## src/hw/rtl/saf_pkg.sv

```systemverilog
`timescale 1ns / 1ps

package saf_pkg;

  // Attitude, offset and motor position share one 11-bit signed format
  localparam int ANGLE_W = 11;
  localparam int MOVE_W  = 3;
  localparam int COUNT_W = 16;
  localparam int INDEX_W = 2;

  localparam int SAF_HALF_TURN = 900;

  typedef logic signed [ANGLE_W-1:0] angle_t;
  typedef logic signed [MOVE_W-1:0]  move_t;
  typedef logic [COUNT_W-1:0]        count_t;

  localparam count_t SETTLE_RESET = 16'd1000;

  localparam move_t MOVE_UP   = 3'sd2;
  localparam move_t MOVE_DOWN = -3'sd2;
  localparam move_t MOVE_NONE = 3'sd0;

  // Register indexes on the configuration channel
  localparam logic [INDEX_W-1:0] REG_SETTLE_TICKS = 2'd0;
  localparam logic [INDEX_W-1:0] REG_PITCH_OFFSET = 2'd1;
  localparam logic [INDEX_W-1:0] REG_ROLL_OFFSET  = 2'd2;
  localparam logic [INDEX_W-1:0] REG_YAW_OFFSET   = 2'd3;

  typedef struct packed {
    count_t settle_ticks;
    angle_t pitch_offset;
    angle_t roll_offset;
    angle_t yaw_offset;
  } cfg_regs_t;

endpackage

```

## src/hw/rtl/saf_cfg.sv

```systemverilog
`timescale 1ns / 1ps

module saf_cfg (
  input  logic                         clk,
  input  logic                         rst,
  input  logic                         cfg_valid,
  output logic                         cfg_ready,
  input  logic [saf_pkg::INDEX_W-1:0]  cfg_index,
  input  logic [saf_pkg::COUNT_W-1:0]  cfg_data,
  output saf_pkg::cfg_regs_t           regs
);
  import saf_pkg::*;

  cfg_regs_t regs_next;

  assign cfg_ready = 1'b1;

  always_comb begin
    regs_next = regs;
    if (cfg_valid) begin
      case (cfg_index)
        REG_SETTLE_TICKS: regs_next.settle_ticks = cfg_data;
        REG_PITCH_OFFSET: regs_next.pitch_offset = cfg_data[ANGLE_W-1:0];
        REG_ROLL_OFFSET:  regs_next.roll_offset  = cfg_data[ANGLE_W-1:0];
        REG_YAW_OFFSET:   regs_next.yaw_offset   = cfg_data[ANGLE_W-1:0];
        default:          regs_next = regs;
      endcase
    end
  end

  always_ff @(posedge clk) begin
    if (rst) begin
      regs.settle_ticks <= SETTLE_RESET;
      regs.pitch_offset <= '0;
      regs.roll_offset  <= '0;
      regs.yaw_offset   <= '0;
    end else begin
      regs <= regs_next;
    end
  end

endmodule

```

## src/hw/rtl/saf_axis.sv

```systemverilog
`timescale 1ns / 1ps

module saf_axis #(
  parameter int HALF_TURN = saf_pkg::SAF_HALF_TURN
) (
  input  saf_pkg::angle_t motor,
  input  saf_pkg::angle_t angle,
  input  saf_pkg::angle_t offset,
  output saf_pkg::move_t  move_a,
  output saf_pkg::move_t  move_b,
  output saf_pkg::angle_t motor_next
);
  import saf_pkg::*;

  // Wide enough for target, motor and their difference at any half turn
  localparam int AW = $clog2(2 * HALF_TURN + 4100) + 2;
  localparam logic signed [AW-1:0] H    = AW'(HALF_TURN);
  localparam logic signed [AW-1:0] TWO  = AW'(2);
  localparam logic signed [AW-1:0] ONE  = AW'(1);

  logic signed [AW-1:0] angle_x;
  logic signed [AW-1:0] offset_x;
  logic signed [AW-1:0] sum;
  logic signed [AW-1:0] wrap_hi;
  logic signed [AW-1:0] target;
  logic signed [AW-1:0] m0;
  logic signed [AW-1:0] m1;
  logic signed [AW-1:0] m2;
  logic signed [AW-1:0] up;
  logic signed [AW-1:0] down;

  assign angle_x  = {{(AW-ANGLE_W){angle[ANGLE_W-1]}}, angle};
  assign offset_x = {{(AW-ANGLE_W){offset[ANGLE_W-1]}}, offset};
  assign m0       = {{(AW-ANGLE_W){motor[ANGLE_W-1]}}, motor};

  // Wrap the target once from each side
  always_comb begin
    sum     = angle_x + offset_x;
    wrap_hi = (sum > H) ? sum - (H + H) : sum;
    target  = (wrap_hi < -H) ? wrap_hi + (H + H) : wrap_hi;
  end

  // First compare: motor ahead of target
  always_comb begin
    move_a = MOVE_NONE;
    m1     = m0;
    up     = m0 + TWO;
    if (m0 > target) begin
      if (m0 - target > H) begin
        move_a = MOVE_UP;
        m1     = (up > H) ? ONE - H : up;
      end else begin
        move_a = MOVE_DOWN;
        m1     = m0 - TWO;
      end
    end
  end

  // Second compare on the updated position: motor behind target
  always_comb begin
    move_b = MOVE_NONE;
    m2     = m1;
    down   = m1 - TWO;
    if (m1 < target) begin
      if (target - m1 > H) begin
        move_b = MOVE_DOWN;
        m2     = (down < -H) ? H - ONE : down;
      end else begin
        move_b = MOVE_UP;
        m2     = m1 + TWO;
      end
    end
  end

  assign motor_next = m2[ANGLE_W-1:0];

endmodule

```

## src/hw/rtl/stepper_angle_follower.sv

```systemverilog
`timescale 1ns / 1ps
// Channel   Dir  Handshake            Payload
// s_axis    in   s_tvalid/s_tready    s_tdata: pitch, roll, yaw angle
// m_axis    out  m_tvalid/m_tready    m_tdata: moves and positions, m_tuser: tracking
// cfg       in   cfg_valid/cfg_ready  cfg_index, cfg_data
//
// One tick per cycle unless m_tready stalls: axis compares and wrap are combinational
// before the result register, so a result appears in the cycle after accept.
// s_tready is high whenever the result register is empty or is being drained.
// A stalled m_tready holds the result and blocks only new ticks.
// Synchronous reset clears the tick counter, the tracking flag and motor positions
// and loads the register defaults; cfg_ready is always high.

module stepper_angle_follower #(
  parameter int HALF_TURN = saf_pkg::SAF_HALF_TURN
) (
  input  logic                        clk,
  input  logic                        rst,
  input  logic                        s_tvalid,
  output logic                        s_tready,
  input  logic [39:0]                 s_tdata,   // pitch_angle, roll_angle, yaw_angle
  output logic                        m_tvalid,
  input  logic                        m_tready,
  // pitch_move_a, pitch_move_b, roll_move_a, roll_move_b, yaw_move_a, yaw_move_b,
  // pitch_position, roll_position, yaw_position
  output logic [55:0]                 m_tdata,
  output logic                        m_tuser,   // tracking
  input  logic                        cfg_valid,
  output logic                        cfg_ready,
  input  logic [saf_pkg::INDEX_W-1:0] cfg_index,
  input  logic [saf_pkg::COUNT_W-1:0] cfg_data
);
  import saf_pkg::*;

  cfg_regs_t regs;
  logic      accept;

  angle_t pitch_angle, roll_angle, yaw_angle;
  angle_t pitch_motor, roll_motor, yaw_motor;
  angle_t pitch_next, roll_next, yaw_next;
  move_t  pitch_a, pitch_b, roll_a, roll_b, yaw_a, yaw_b;
  count_t settle_count;
  logic   is_tracking;

  saf_cfg u_cfg (
    .clk       (clk),
    .rst       (rst),
    .cfg_valid (cfg_valid),
    .cfg_ready (cfg_ready),
    .cfg_index (cfg_index),
    .cfg_data  (cfg_data),
    .regs      (regs)
  );

  assign pitch_angle = s_tdata[10:0];
  assign roll_angle  = s_tdata[21:11];
  assign yaw_angle   = s_tdata[32:22];

  saf_axis #(.HALF_TURN(HALF_TURN)) u_pitch (
    .motor(pitch_motor), .angle(pitch_angle), .offset(regs.pitch_offset),
    .move_a(pitch_a), .move_b(pitch_b), .motor_next(pitch_next)
  );

  saf_axis #(.HALF_TURN(HALF_TURN)) u_roll (
    .motor(roll_motor), .angle(roll_angle), .offset(regs.roll_offset),
    .move_a(roll_a), .move_b(roll_b), .motor_next(roll_next)
  );

  saf_axis #(.HALF_TURN(HALF_TURN)) u_yaw (
    .motor(yaw_motor), .angle(yaw_angle), .offset(regs.yaw_offset),
    .move_a(yaw_a), .move_b(yaw_b), .motor_next(yaw_next)
  );

  assign s_tready = !m_tvalid || m_tready;
  assign accept   = s_tvalid && s_tready;

  // Tick state
  always_ff @(posedge clk) begin
    if (rst) begin
      settle_count <= '0;
      is_tracking  <= 1'b0;
      pitch_motor  <= '0;
      roll_motor   <= '0;
      yaw_motor    <= '0;
    end else if (accept) begin
      if (!is_tracking) begin
        if (settle_count < regs.settle_ticks) begin
          settle_count <= settle_count + 1'b1;
        end else begin
          is_tracking <= 1'b1;
          pitch_motor <= pitch_angle;
          roll_motor  <= roll_angle;
          yaw_motor   <= yaw_angle;
        end
      end else begin
        pitch_motor <= pitch_next;
        roll_motor  <= roll_next;
        yaw_motor   <= yaw_next;
      end
    end
  end

  // Result register
  always_ff @(posedge clk) begin
    if (rst) begin
      m_tvalid <= 1'b0;
    end else if (s_tready) begin
      m_tvalid <= s_tvalid;
    end
  end

  always_ff @(posedge clk) begin
    if (accept) begin
      m_tdata[55:51] <= '0;
      if (!is_tracking) begin
        m_tdata[17:0] <= '0;
        if (settle_count < regs.settle_ticks) begin
          m_tuser        <= 1'b0;
          m_tdata[28:18] <= pitch_motor;
          m_tdata[39:29] <= roll_motor;
          m_tdata[50:40] <= yaw_motor;
        end else begin
          m_tuser        <= 1'b1;
          m_tdata[28:18] <= pitch_angle;
          m_tdata[39:29] <= roll_angle;
          m_tdata[50:40] <= yaw_angle;
        end
      end else begin
        m_tuser        <= 1'b1;
        m_tdata[17:0]  <= {yaw_b, yaw_a, roll_b, roll_a, pitch_b, pitch_a};
        m_tdata[28:18] <= pitch_next;
        m_tdata[39:29] <= roll_next;
        m_tdata[50:40] <= yaw_next;
      end
    end
  end

endmodule

```

## config.mk

```make
export PLATFORM = sky130hd
export DESIGN_NAME = stepper_angle_follower
export DESIGN_NICKNAME = d
export VERILOG_FILES = /design/src/hw/rtl/saf_pkg.sv /design/src/hw/rtl/saf_cfg.sv /design/src/hw/rtl/saf_axis.sv /design/src/hw/rtl/stepper_angle_follower.sv
export SDC_FILE = /design/constraint.sdc
export NUM_CORES = 1
export LEC_CHECK = 0
export ABC_AREA = 0
export BUFFER_PORTS_ARGS = -buffer_cell sky130_fd_sc_hd__buf_2
export CAP_MARGIN = 20
export CELL_PAD_IN_SITES_DETAIL_PLACEMENT = 2
export CELL_PAD_IN_SITES_GLOBAL_PLACEMENT = 2
export CORE_ASPECT_RATIO = 0.7
export CORE_MARGIN = 1
export CORE_UTILIZATION = 40
export CTS_CLUSTER_DIAMETER = 150
export DETAILED_ROUTE_END_ITERATION = 12
export PLACE_DENSITY = 0.95
export SLEW_MARGIN = 20
export SYNTH_ARGS = -nofsm -noshare
export SYNTH_HDL_FRONTEND = slang
export SYNTH_SLANG_ARGS = --single-unit
```

## constraint.sdc

```tcl
create_clock -name clk -period 34.6 [get_ports clk]
set_input_delay 1.73 -clock clk [delete_from_list [all_inputs] [get_ports clk]]
set_output_delay 1.73 -clock clk [all_outputs]
set_load 0.02 [all_outputs]
```

Word level (Yosys, flattened, before mapping)
Cells that the tools add are included.
{ "word_totals": {"reg_bits": 152, "latch_bits": 0, "mem_bits_rw": 0, "mem_bits_ro": 0, "inputBits": 63, "out_inout_bits": 60, "word_cells": 138, "mem_count": 0} }
{ "classes": {"addsub": 28, "multipliers": 0, "n_div": 0, "order_cmp": 25, "eq_ne": 4, "shift": 0, "muxes": 46, "n_bitwise": 1, "reduce_logical": 16} }
{ "op_table": {"columns": ["cell", "n"], "rows": [
  ["$mux 15", 15],
  ["$gt 15x11->1 const B", 12],
  ["$mux 11", 15],
  ["$lt 15x11->1 const B", 6],
  ["$mux 51", 1],
  ["$add 15x12->15 const B", 3],
  ["$gt 11x15->1", 3],
  ["$lt 15x15->1", 3],
  ["$sub 11x15->15", 3],
  ["$sub 15x12->15 const B", 3],
  ["$sub 15x15->15", 3],
  ["$sub 15x3->15 const B", 3],
  ["$add 11x11->12", 3],
  ["$add 11x3->12 const B", 3],
  ["$mux 3", 12],
  ["$sub 11x3->12 const B", 3],
  ["$add 11x3->11 const B", 3],
  ["$mux 33", 1],
  ["$reduce_and 2->1", 11],
  ["$add 16x1->16 const B", 1],
  ["$lt 16x16->1", 1],
  ["$eq 2x2->1 const B", 2],
  ["$reduce_and 3->1", 1],
  ["$eq 2x1->1 const B", 1],
  ["7 further kinds", 8]
]} }

Longest topological paths before layout
{ "depth": {"ltp_word": 15, "ltp_mapped": 54, "ltp_nobuf": 51} }

Hierarchy
Synthesis repeated with hierarchy kept, for this count alone.
{ "unflattened": {"hier_cells": 3081, "hier_area_um2": 23641.4} }
{ "by_module_without_submodules": {"columns": ["module", "instances", "cells_per_inst", "area_per_inst_um2", "seq_area_each_um2"], "rows": [
  ["saf_axis at u_roll ...", 2, 797, 5581.6, 0.0],
  ["saf_axis at u_pitch", 1, 765, 5368.9, 0.0],
  ["stepper_angle_follower", 1, 534, 5091.1, 2582.5],
  ["saf_cfg", 1, 188, 2018.2, 980.9]
]} }

Worst setup path before layout
OpenSTA, ideal clock, no wires.
{ "synth_path": {"path_type": "input-to-reg", "from": "input s_tdata[22]", "to": "register m_tdata[50] (data pin)", "setup_time_ns": 0.265, "arrival_ns": 12.032, "required_time_ns": 34.335, "slack_ns": 22.303, "stages": 51, "n_path_buf": 5, "path_cell_list": "ha_1 > fa_1 > a21o_1 > a21oi_1 > xnor2_1 > inv_1 > ha_1 > clkbuf_1 > nand3b_1 > mux2i_1 > o21ai_1 > a41o_1 > buf_2 > nand2_1 > xnor2_1 > clkinv_1 > ha_1 > nand4_1 > [15 not listed] > buf_4 > a21o_1 > xnor2_1 > ha_1 > a21oi_1 > and2_1 > a221oi_1 > o31a_1 > a221oi_1 > o31ai_1 > maj3_1 > xor2_1 > or4_1 > nand2_2 > mux2_1 > a221o_1 > o2111ai_1 > o21ai_1"} }
{ "synth_between": {"elab_chain_len": 15, "elab_cells_between_ends": 22, "cone_classes": "add/sub (7); order compare (7); mux (8)"} }
{ "synth_rtl": {"columns": ["item", "line", "rtl"], "rows": [
  ["start, declared", "stepper_angle_follower.sv:21", "input logic [39:0] s_tdata,"],
  ["$add 11x11->12 (*)", "saf_axis.sv:38", "sum = angle_x + offset_x;"],
  ["$sub 15x12->15 / $gt 15x11->1 (equally long branches)", "saf_axis.sv:39", "wrap_hi = (sum > H) ? sum - (H + H) : sum;"],
  ["$mux 15 (*)", "saf_axis.sv:39", null],
  ["$add 15x12->15 / $lt 15x11->1 (equally long branches)", "saf_axis.sv:40", "target = (wrap_hi < -H) ? wrap_hi + (H + H) : wrap_hi;"],
  ["$mux 15 (*)", "saf_axis.sv:40", null],
  ["$sub 11x15->15", "saf_axis.sv:49", "if (m0 - target > H) begin"],
  ["$gt 15x11->1", "saf_axis.sv:49", null],
  ["$mux 15", "saf_axis.sv:49", null],
  ["$mux 15", "saf_axis.sv:48", "if (m0 > target) begin"],
  ["$sub 15x3->15", "saf_axis.sv:63", "down = m1 - TWO;"],
  ["$lt 15x11->1", "saf_axis.sv:67", "m2 = (down < -H) ? H - ONE : down;"],
  ["$mux 11", "saf_axis.sv:67", null],
  ["$mux 11", "saf_axis.sv:65", "if (target - m1 > H) begin"],
  ["$mux 11 (*)", "saf_axis.sv:64", "if (m1 < target) begin"],
  ["$mux 51 (*)", "stepper_angle_follower.sv:115", "if (!is_tracking) begin"],
  ["end signal, assigned", "stepper_angle_follower.sv:121", "m_tdata[50:40] <= yaw_motor;"],
  ["end signal, assigned", "stepper_angle_follower.sv:126", "m_tdata[50:40] <= yaw_angle;"],
  ["end signal, assigned", "stepper_angle_follower.sv:133", "m_tdata[50:40] <= yaw_next;"],
  ["end, declared", "stepper_angle_follower.sv:26", "output logic [55:0] m_tdata,"]
]} }
Mark *: on every way between the ends. The rest lies on a longest branch, timed or not.
A chain may end at the register's enable or synchronous reset.

Final worst setup path
{ "layout_path": {"from": "input s_tdata[1]", "to": "register m_tdata[22] (data pin)"} }
Same word-level chain as after synthesis.

==> impl_metrics.yaml <==
global_route:
  grt_max_degree: 86
  antenna_found_initial: 4
  grt_pass1_vias: 28000
  groute.usage.overall: 0.411
  grt_overflow: 0
  grt_pass1_wl_um: 174000
clocking:
  clkTransAtPathRegs_ns: 0.07
  cts_resized: 0
  cts_max_level: 4
  cts_tree: "done"
  clock_path_buffers: 2
  clock_latency_ns: 0.50
  clockRootBuffer: "clkbuf_16"
  hold_buffers: 0
  post_cts_buffers: 0
  cts_sinks: 146
  numCtsBuffers: 17
critical_path:
  cp-end-kind: "flip-flop"
  cp.required_ns: 34.81
  cp_common_cell: "ha_1"
  cpLargestDelayFamily: "compound AO/OA/AOI/OAI gates"
  max_stage_delay_ns: 0.68
  crit_arrival_ns: 16.52
  startpoint_type: "input pin"
  cp_max_fo: 13
  slowest_stage: "nor4_4"
  path_buf_inv: 6
  crit_type: "input pin to flip-flop"
logic_synthesis:
  synth-simple-area-share: 0.242
  yosysUniqueCellTypes: 125
  synthTopCellsByArea: "dfxtp_1 9.3%, edfxtp_1 6.4%, ha_1 6.0%"
  synth.area.mux_share: 0.0439
  synth_area_um2: 21400
  yosys.area_share.xor_xnor: 0.0739
  synthTopCellsByCount: "285 x nand2_1, 246 x nor2_1, 189 x a21oi_1, 138 x inv_1, 137 x o21ai_0"
  synth_top_family_by_area: "compound AO/OA/AOI/OAI gates"
  synth-adder-area-share: 0.0811
  synth_compound_area_frac: 0.341
  yosys.area.top_type_share: 0.0935
  synth_seq_area_share: 0.158
  syn_area_per_cell_um2: 7.41
  ys.warnings.count: 0
  synth_edf_count: 46
  syn-instance-count: 2889
  async_flop_share: 0
  yosysMostFrequentCell: "nand2_1"
  ys.flop_type: "dfxtp_1"
  synth_top_area_cell: "dfxtp_1"
  ys_seq_elements: 146
place:
  dpl.hpwl_um: 84700
  gp_congestion: 0.993
  port-buffer-count: 103
sta:
  fmax_mhz: 61.3
  fin_crit_sh: 0.471
  finClkSkew_ns: 0.0227
  fin_crit_ns: 16.31
  max-slew-margin-rel: 0.168
  tightest_slew_ns: 1.25
  finalHoldViolCount: 0
  grt_setup_unrepaired: "false"
  setup_viol: 0
  slew_violations: 0
  tns_ns: 0
hold_path:
  hold_class: "flip-flop to flip-flop"
detailed_routing:
  dr.pass1.iters: 5
  ant_nets: 0
  drtIter0Drc: 2966
  wirelength_um: 115000
  vias: 26400
  drc_errors: 0
  routedWlPerCell_um: 32.1
  viasPerCell: 7.37
finish:
  utilization: 0.437
  n_fill_cell: 6044
  drive_above_1_share: 0.109
  area_growth_pct: 7.12
  fin_nets: 3051
floorplan:
  ios: 123
  die-area_um2: 54500
  rows: 70
  die_x_um: 279
  start_util: 0.408
  coreArea_um2: 52600
  die_h_um: 196
pwr:
  power_density_nw_per_um2: 62.9
  leakage_nw: 9.07
  ir_drop_v: 0.0000384
run_status:
  status: "complete, no violations"
flow_run:
  cap_violations: 0
routing by layer:
layer,vias to the layer above,share of wire,track usage,wire (um)
met1,13300,0.40,0.517,46300
met3,512,0.10,0.106,11700
met2,1658,0.44,0.652,50800
met5,-,0,0,0
li1,10900,-,-,-
met4,0,0.053,0.203,6030
kinds of logic after synthesis:
family | count (synthesis)
AO/OA/AOI/OAI | 981
XOR/XNOR | 163
adder cells (fa/ha/maj) | 141
buffers and inverters | 310
flip-flops | 146
multiplexers | 92
other | 2
AND/OR/NAND/NOR | 1054
area by class of cell:
class	instances	area [um^2]	share of cell area
Multi-Input combinational cell	2443	16900	0.735
Sequential cell	146	3380	0.148
Inverter	142	533	0.0232
Antenna cell	4	10.0	0.000436
Clock inverter	14	146	0.00638
Clock buffer	18	439	0.0191
Timing Repair Buffer	129	717	0.0312
Tap cell	684	856	0.0373
per-stage QoR:
step                total power, W  cell area (um^2)  cells  setup WS (ns)  hold slack, ns
floorplan                 0.000891             21500   2899          22.30           0.436
global placement           0.00108             22300   3543          20.01           0.447
detailed placement         0.00117             22300   3543          18.85           0.461
CTS                        0.00139             22900   3575          18.99           0.480
global route               0.00149             22900   3578          17.84           0.497
finish                     0.00144             22900   3580          18.29           0.480
registers in the layout, indices dropped and copies added, names as in the netlist:
signal and cells:
is_tracking 1, m_tdata 45, m_tuser 1, m_tvalid 1, pitch_motor 11, roll_motor 11
settle_count 16, u_cfg.regs 49, yaw_motor 11
where the power goes:
group / switching [W] / leakage (nW) / internal, W
sequential: 0.00000345 / 1.28 / 0.000181
clock: 0.000102 / 0.293 / 0.000104
combinational: 0.000727 / 7.51 / 0.000326
path summary, 6_finish.rpt:
check / from / end / slack, ns / depth (start not counted)
min: u_cfg.regs[34] / u_cfg.regs[34] / 0.48 / 2
max reg2reg: u_cfg.regs[23] / m_tdata[22] / 19.31 / 43
min reg2reg: u_cfg.regs[34] / u_cfg.regs[34] / 0.48 / 2
max: s_tdata[1] / m_tdata[22] / 18.29 / 44
cells in the final DEF, fill, tap and decap left out, types with 55 or more instances in the layout:
master	n
nand2_1	284
nor2_1	246
a21oi_1	188
o21ai_0	137
inv_1	137
nand3_1	113
xnor2_1	106
ha_1	103
buf_2	102
dfxtp_1	99
nor3_1	95
mux2i_1	79
a21o_1	55
worst register-to-register path, delay by kind of cell (launching register included):
| family | cells | cell delay, ns |
|---|---|---|
| compound gates | 20 | 7.03 |
| fa+ha+maj | 7 | 2.31 |
| buf+inv | 5 | 0.80 |
| flops | 1 | 0.41 |
| mux | 1 | 0.56 |
| simple gates | 10 | 3.87 |
Note: power is estimated with default switching activity, not from simulation.
